### src/hdl/wsfr_pkg.sv
package wsfr_pkg;

  // Opcodes taken from the low nibble of the first header byte
  localparam logic [3:0] OP_TEXT   = 4'h1;
  localparam logic [3:0] OP_BINARY = 4'h2;
  localparam logic [3:0] OP_CLOSE  = 4'h8;
  localparam logic [3:0] OP_PONG   = 4'hA;

  localparam logic [6:0] LEN_EXT16 = 7'd126;
  localparam logic [6:0] LEN_EXT64 = 7'd127;

  typedef enum logic [1:0] {
    KIND_DATA    = 2'd0,
    KIND_UNKNOWN = 2'd1,
    KIND_CLOSE   = 2'd2
  } kind_e;

  typedef struct packed {
    logic       is_text;
    kind_e      kind;
    logic       last;
    logic [7:0] data_byte;
  } result_t;

endpackage

### src/hdl/wsfr_parser.sv
module wsfr_parser (
  input  logic                 clk_i,
  input  logic                 rst_ni,
  input  logic                 en_i,       // consume rx_byte_i this cycle
  input  logic [7:0]           rx_byte_i,
  output logic                 res_valid_o,
  output wsfr_pkg::result_t    res_o
);

  localparam logic [2:0] PH_HDR0   = 3'd0;
  localparam logic [2:0] PH_HDR1   = 3'd1;
  localparam logic [2:0] PH_EXTLEN = 3'd2;
  localparam logic [2:0] PH_KEY    = 3'd3;
  localparam logic [2:0] PH_DATA   = 3'd4;

  logic [2:0]  phase_q, phase_d;
  logic [3:0]  opcode_q, opcode_d;
  logic        masked_q, masked_d;
  logic [63:0] rem_q, rem_d;
  logic [2:0]  cnt_q, cnt_d;
  logic [31:0] key_q, key_d;
  logic [1:0]  kidx_q, kidx_d;

  logic        is_data_op;
  logic        is_known_op;
  logic [63:0] len_val;
  logic        len_done;
  logic        end_frame;
  logic [7:0]  key_byte;
  logic        data_last;

  assign is_data_op  = (opcode_q == wsfr_pkg::OP_TEXT) || (opcode_q == wsfr_pkg::OP_BINARY);
  assign is_known_op = is_data_op || (opcode_q == wsfr_pkg::OP_CLOSE) ||
                       (opcode_q == wsfr_pkg::OP_PONG);
  assign data_last   = (rem_q == 64'd1);

  always_comb begin
    case (kidx_q)
      2'd0:    key_byte = key_q[31:24];
      2'd1:    key_byte = key_q[23:16];
      2'd2:    key_byte = key_q[15:8];
      default: key_byte = key_q[7:0];
    endcase
  end

  always_comb begin
    phase_d   = phase_q;
    opcode_d  = opcode_q;
    masked_d  = masked_q;
    rem_d     = rem_q;
    cnt_d     = cnt_q;
    key_d     = key_q;
    kidx_d    = kidx_q;
    len_val   = rem_q;
    len_done  = 1'b0;
    end_frame = 1'b0;
    res_valid_o         = 1'b0;
    res_o.kind          = wsfr_pkg::KIND_DATA;
    res_o.data_byte     = 8'd0;
    res_o.is_text       = 1'b0;
    res_o.last          = 1'b0;

    if (en_i) begin
      case (phase_q)
        PH_HDR1: begin
          if (!is_known_op) begin
            phase_d     = PH_HDR0;
            res_valid_o = 1'b1;
            res_o.kind  = wsfr_pkg::KIND_UNKNOWN;
          end else begin
            masked_d = rx_byte_i[7];
            rem_d    = 64'd0;
            if (rx_byte_i[6:0] == wsfr_pkg::LEN_EXT16) begin
              phase_d = PH_EXTLEN;
              cnt_d   = 3'd1;
            end else if (rx_byte_i[6:0] == wsfr_pkg::LEN_EXT64) begin
              phase_d = PH_EXTLEN;
              cnt_d   = 3'd7;
            end else begin
              len_val  = {57'd0, rx_byte_i[6:0]};
              rem_d    = len_val;
              len_done = 1'b1;
            end
          end
        end
        PH_EXTLEN: begin
          len_val = {rem_q[55:0], rx_byte_i};
          rem_d   = len_val;
          if (cnt_q != 3'd0) begin
            cnt_d = cnt_q - 3'd1;
          end else begin
            len_done = 1'b1;
          end
        end
        PH_KEY: begin
          key_d = {key_q[23:0], rx_byte_i};
          if (cnt_q != 3'd0) begin
            cnt_d = cnt_q - 3'd1;
          end else if (rem_q != 64'd0) begin
            phase_d = PH_DATA;
          end else begin
            end_frame = 1'b1;
          end
        end
        PH_DATA: begin
          kidx_d = kidx_q + 2'd1;
          rem_d  = rem_q - 64'd1;
          if (is_data_op) begin
            if (data_last) begin
              phase_d = PH_HDR0;
            end
            res_valid_o     = 1'b1;
            res_o.kind      = wsfr_pkg::KIND_DATA;
            res_o.data_byte = masked_q ? (rx_byte_i ^ key_byte) : rx_byte_i;
            res_o.is_text   = (opcode_q == wsfr_pkg::OP_TEXT);
            res_o.last      = data_last;
          end else if (data_last) begin
            end_frame = 1'b1;
          end
        end
        default: begin
          opcode_d = rx_byte_i[3:0];
          phase_d  = PH_HDR1;
        end
      endcase

      // length known: key next, then payload, else the frame is empty
      if (len_done) begin
        kidx_d = 2'd0;
        if (masked_d) begin
          phase_d = PH_KEY;
          cnt_d   = 3'd3;
        end else if (len_val != 64'd0) begin
          phase_d = PH_DATA;
        end else begin
          end_frame = 1'b1;
        end
      end

      if (end_frame) begin
        phase_d = PH_HDR0;
        if (opcode_q == wsfr_pkg::OP_CLOSE) begin
          res_valid_o = 1'b1;
          res_o.kind  = wsfr_pkg::KIND_CLOSE;
        end
      end
    end
  end

  always_ff @(posedge clk_i or negedge rst_ni) begin
    if (!rst_ni) begin
      phase_q  <= PH_HDR0;
      opcode_q <= 4'd0;
      masked_q <= 1'b0;
      rem_q    <= 64'd0;
      cnt_q    <= 3'd0;
      key_q    <= 32'd0;
      kidx_q   <= 2'd0;
    end else begin
      phase_q  <= phase_d;
      opcode_q <= opcode_d;
      masked_q <= masked_d;
      rem_q    <= rem_d;
      cnt_q    <= cnt_d;
      key_q    <= key_d;
      kidx_q   <= kidx_d;
    end
  end

endmodule

### src/hdl/websocket_frame_receiver.sv
// WebSocket frame receiver: takes the received byte stream one byte per transfer and
// parses frames (opcode, mask bit, 7-bit, 16-bit or 64-bit length, masking key).
// Text and binary payload bytes come out unmasked, one per transfer, with tlast on
// the final byte of the frame; empty data frames produce nothing. Close and pong
// payloads are dropped, a close frame gives one close event when fully consumed, and
// any other opcode gives an unknown-opcode event after its two header bytes. The
// block accepts one byte every clock cycle while the output is not backpressured:
// each byte goes through an input register, a parser state update, and an output
// register, and throughput is limited only by output backpressure.
module websocket_frame_receiver (
  input  logic       clk_i,
  input  logic       rst_ni,
  input  logic       s_axis_tvalid,
  output logic       s_axis_tready,
  input  logic [7:0] s_axis_tdata,   // [7:0] rx_byte
  output logic       m_axis_tvalid,
  input  logic       m_axis_tready,
  output logic [7:0] m_axis_tdata,   // [7:0] data_byte
  output logic [2:0] m_axis_tuser,   // [1:0] kind, [2] is_text
  output logic       m_axis_tlast    // last
);

  logic              in_valid_q;
  logic [7:0]        in_byte_q;
  logic              out_valid_q;
  wsfr_pkg::result_t out_q;
  logic              advance;
  logic              res_valid;
  wsfr_pkg::result_t res;

  // stage moves when the output slot is free or being emptied
  assign advance       = !out_valid_q || m_axis_tready;
  assign s_axis_tready = !in_valid_q || advance;

  wsfr_parser u_parser (
    .clk_i       (clk_i),
    .rst_ni      (rst_ni),
    .en_i        (in_valid_q && advance),
    .rx_byte_i   (in_byte_q),
    .res_valid_o (res_valid),
    .res_o       (res)
  );

  always_ff @(posedge clk_i or negedge rst_ni) begin
    if (!rst_ni) begin
      in_valid_q  <= 1'b0;
      out_valid_q <= 1'b0;
    end else begin
      if (s_axis_tready) begin
        in_valid_q <= s_axis_tvalid;
      end
      if (advance) begin
        out_valid_q <= in_valid_q && res_valid;
      end
    end
  end

  always_ff @(posedge clk_i) begin
    if (s_axis_tready && s_axis_tvalid) begin
      in_byte_q <= s_axis_tdata;
    end
    if (advance && in_valid_q && res_valid) begin
      out_q <= res;
    end
  end

  assign m_axis_tvalid = out_valid_q;
  assign m_axis_tdata  = out_q.data_byte;
  assign m_axis_tuser  = {out_q.is_text, out_q.kind};
  assign m_axis_tlast  = out_q.last;

endmodule

### config.mk
export PLATFORM = sky130hd
export DESIGN_NAME = websocket_frame_receiver
export DESIGN_NICKNAME = d
export VERILOG_FILES = /design/src/hdl/wsfr_pkg.sv /design/src/hdl/wsfr_parser.sv /design/src/hdl/websocket_frame_receiver.sv
export SDC_FILE = /design/constraint.sdc
export NUM_CORES = 1
export LEC_CHECK = 0
export ABC_AREA = 1
export BUFFER_PORTS_ARGS = -buffer_cell sky130_fd_sc_hd__buf_2
export CELL_PAD_IN_SITES_DETAIL_PLACEMENT = 0
export CELL_PAD_IN_SITES_GLOBAL_PLACEMENT = 1
export CORE_MARGIN = 5
export CORE_UTILIZATION = 40
export CTS_CLUSTER_DIAMETER = 150
export DETAILED_ROUTE_END_ITERATION = 12
export MAX_ROUTING_LAYER = met4
export PLACE_DENSITY_LB_ADDON = 0.1
export SLEW_MARGIN = 30
export SYNTH_ARGS = -nofsm -noshare
export SYNTH_HDL_FRONTEND = slang
export SYNTH_SLANG_ARGS = --single-unit
### constraint.sdc
create_clock -name clk_i -period 2.62 [get_ports clk_i]
set_clock_uncertainty 0.05 [all_clocks]
set_input_delay 0.393 -clock clk_i [delete_from_list [all_inputs] [get_ports clk_i]]
set_output_delay 0.393 -clock clk_i [all_outputs]
set_load 0.05 [all_outputs]
==> flow_metrics.env <==
export IMPL_outcome="completed"
export IMPL_synth_fp_nets=1191
export IMPL_via_per_inst=5.362
export IMPL_setup_viol=0
export IMPL_synth_most_common_cell="nand2_1"
export IMPL_drc=0
export IMPL_slew_headroom_pct=52.54
export IMPL_drt_iter0_markers=651
export IMPL_final_hold_viol_count=0
export IMPL_synth_edf_count=20
export IMPL_grt_antenna_before_repair=0
export IMPL_nFillCells=2180
export IMPL_synthTopCellsByArea="dfrtp_1 32%, nand2_1 9.2%, edfxtp_1 7.0%, a21oi_1 6.3%, inv_1 6.2%"
export IMPL_portBuffers=25
export IMPL_drive_gt1_share_pct=18.56
export IMPL_fin_setup_tns_ps=0
export IMPL_grt_start_max_net_pins=64
export IMPL_netlist_area_um2=8599
export IMPL_io_pins=26
export IMPL_cts_buffers=17
export IMPL_die_h_um=156.6
export IMPL_regArea_um2=3378
export IMPL_n_antenna_cell=0
export IMPL_final_util_pct=47.31
export IMPL_die_width_um=156.6
export IMPL_placed_cells=1488
export IMPL_leakagePower_nw=4.436
export IMPL_async_flop_share_pct=84.73
export IMPL_nNetsFinal=1257
export IMPL_clock_sinks=131
export IMPL_ant_nets=0
export IMPL_drt_wl_total_um=27350
export IMPL_grt_overflow_total=0
export IMPL_fmax_mhz=406.3
export IMPL_dieArea_um2=24530
export IMPL_grtUsageTotal_pct=23.68
export IMPL_p_comb_share_pct=47.0
export IMPL_ys_warn_count=0
export IMPL_worstSetupPathType="flip-flop to flip-flop"
export IMPL_crit_arrival_ps=2560
export IMPL_crit_path_start="u_parser.rem_q[50]"
export IMPL_path_clk_slew_ps=70
export IMPL_endpoint_kind="flip-flop"
export IMPL_vias=8177
export IMPL_hold_path_class="primary input to flip-flop"
export IMPL_synth_top_cell_area_share_pct=32.30
export IMPL_start_util_pct=40.78
export IMPL_avgRoutedWirePerCell_um=17.93
export IMPL_yosysSeqAreaShare_pct=39.28
export IMPL_power_density_nw_per_um2=1174
export IMPL_fin_ws_ps=158.5
export IMPL_grt_pass1_wl_um=44200
export IMPL_reg2reg_depth=14
export IMPL_synth_ff_type="dfrtp_1"
export IMPL_cts_tree="built"
export IMPL_synth_cell_type_count=52
export IMPL_gp_congestion=0.9116
export IMPL_cp_max_fo=12
export IMPL_synth_avg_cell_area_um2=7.344
export IMPL_r2r_setup_slack_ps=160
export IMPL_post_route_cell_area_um2=9977
export IMPL_core_rowCount=53
export IMPL_r2r_end="m_axis_tdata[4]"
export IMPL_maxCapViolations=0
export IMPL_cts_buffer_depth=2
export IMPL_grt_pass1_vias=7859
export IMPL_place_area_um2=9331
export IMPL_internal_power_mw=6.061
export IMPL_pwr_share_seq_pct=32.4
export IMPL_dr_pass1_iters=5
export IMPL_switching_share_pct=48.27
export IMPL_finalPower_mw=11.72
export IMPL_postSynthCellCount=1171
export IMPL_required_ps=2720
export IMPL_irDropWorstVdd_mv=0.5272
export IMPL_crit_end="m_axis_tdata[4]"
export IMPL_clockRootBuffer="clkbuf_16"
export IMPL_htreeDepth=4
export IMPL_power_switching_mw=5.655
export IMPL_pre_cts_slack_ps=70.75
export IMPL_worst_pin_slew_ps=711.9
export IMPL_slew_violations=0
export IMPL_synth_seq_cells=131
export IMPL_whs_ps=84.34
export IMPL_r2r_start="u_parser.rem_q[50]"
export IMPL_period_share_pct=93.95
export IMPL_worstSkewPairLatency_ps=430
export IMPL_worstSetupStartpointType="flip-flop"
export IMPL_multi_input_area_um2=4418
export IMPL_p_clk_share_pct=20.6
export IMPL_synthTopCellsByCount="211 x nand2_1, 141 x inv_1, 136 x nor2_1"
export IMPL_syn_to_final_growth_pct=16.02
export IMPL_dpl_hpwl_um=20180
export IMPL_fin_cells=1525
export IMPL_min_period_ps=2462
export IMPL_min_path_cells=1
export IMPL_synth_area_leader_cell="dfrtp_1"
export IMPL_core_area_um2=21090
## sequential cells by signal, summed over array words and instances (netlist names), 2 cells and up
name               cells
in_byte_q              8
m_axis_tuser           3
u_parser.rem_q        64
u_parser.kidx_q        2
u_parser.phase_q       3
m_axis_tdata           8
u_parser.key_q        32
u_parser.opcode_q      4
u_parser.cnt_q         3
## power groups by stage
| stage | sequential [mW] | combinational, mW | clock, mW |
|---|---|---|---|
| detailed placement | 3.80 | 5.45 | 0 |
| global placement | 3.79 | 5.48 | 0 |
| finish | 3.80 | 5.51 | 2.41 |
| global route | 3.90 | 6.14 | 2.55 |
| CTS | 3.77 | 5.48 | 2.44 |
| floorplan | 3.74 | 3.78 | 0 |
## area by class of cell
class | count | area share (%)
clock buffer | 18 | 4.515
clock inverter | 14 | 1.279
inverter | 173 | 6.571
multi-input combinational | 831 | 44.28
sequential | 131 | 33.86
tap | 275 | 3.449
timing repair buffer | 83 | 6.045
## per-layer routing
metal	share of wire (%)	up-vias	GRT usage, %
met5	0	-	-
met4	0.53	0	4.463
met3	4.3	12	3.567
met2	44	182	34.16
met1	51	3931	35.48
li1	-	4052	-
## repair_timing
| item | CTS | global route |
|---|---|---|
| setup buffers | 0 | 4 |
| hold endpoints to repair | 42 | 0 |
| endpoints found under the setup margin | 0 | 12 |
| hold buffers | 1 | 0 |
| resized for setup | 0 | 10 |
## kinds of logic after synthesis
logic type                 Yosys count  share of synthesized area [%]
adders and majority gates            8                          1.164
AOI/OAI and AO/OA                  289                          19.03
xor gates and xnor gates             2                         0.2037
DFF                                131                          39.28
buffers and inverters              209                          9.748
and+or+nand+nor                    523                          29.39
muxes                                9                          1.179
## cell usage in the layout, fill, tap and decap left out, types with 5 or more instances in the layout
master,count
buf_4,55
nor2_2,17
o21ai_1,17
nor3_1,19
nor4_1,5
clkbuf_16,18
a22oi_1,35
nor2_4,19
or2_2,5
nand3_1,61
nand4_1,15
inv_1,138
a21oi_1,109
nor2_1,135
o21ai_0,87
o221ai_1,6
ha_1,8
inv_6,7
buf_2,24
inv_2,30
nand2_2,14
edfxtp_1,20
a31oi_1,10
mux2_2,9
dfrtp_1,111
o22ai_1,8
nand2_1,208
## how the worst min path moves through the flow
| stage | startpoint | endpoint | slack [ps] |
|---|---|---|---|
| floorplan | rst_ni | in_valid_q | 50 |
| global placement | rst_ni | u_parser.cnt_q[1] | 400 |
| detailed placement | rst_ni | u_parser.cnt_q[1] | 400 |
| CTS | s_axis_tdata[4] | in_byte_q[4] | 70 |
| global route | s_axis_tdata[4] | in_byte_q[4] | 60 |
| finish | s_axis_tdata[4] | in_byte_q[4] | 80 |
## critical path: stages, from the launching register on
cell and delay (ps):
dfrtp_1 420, inv_2 140, nand2_1 90, nor2_1 170, nand2_1 100, inv_1 90
nand3_1 110, nor2_4 220, nand3_1 110, nor3_1 160, a21oi_1 80, nand2_2 100
nand3_2 70, nand2_1 110, buf_12 150
No activity file was read; power rests on OpenSTA's default activity.
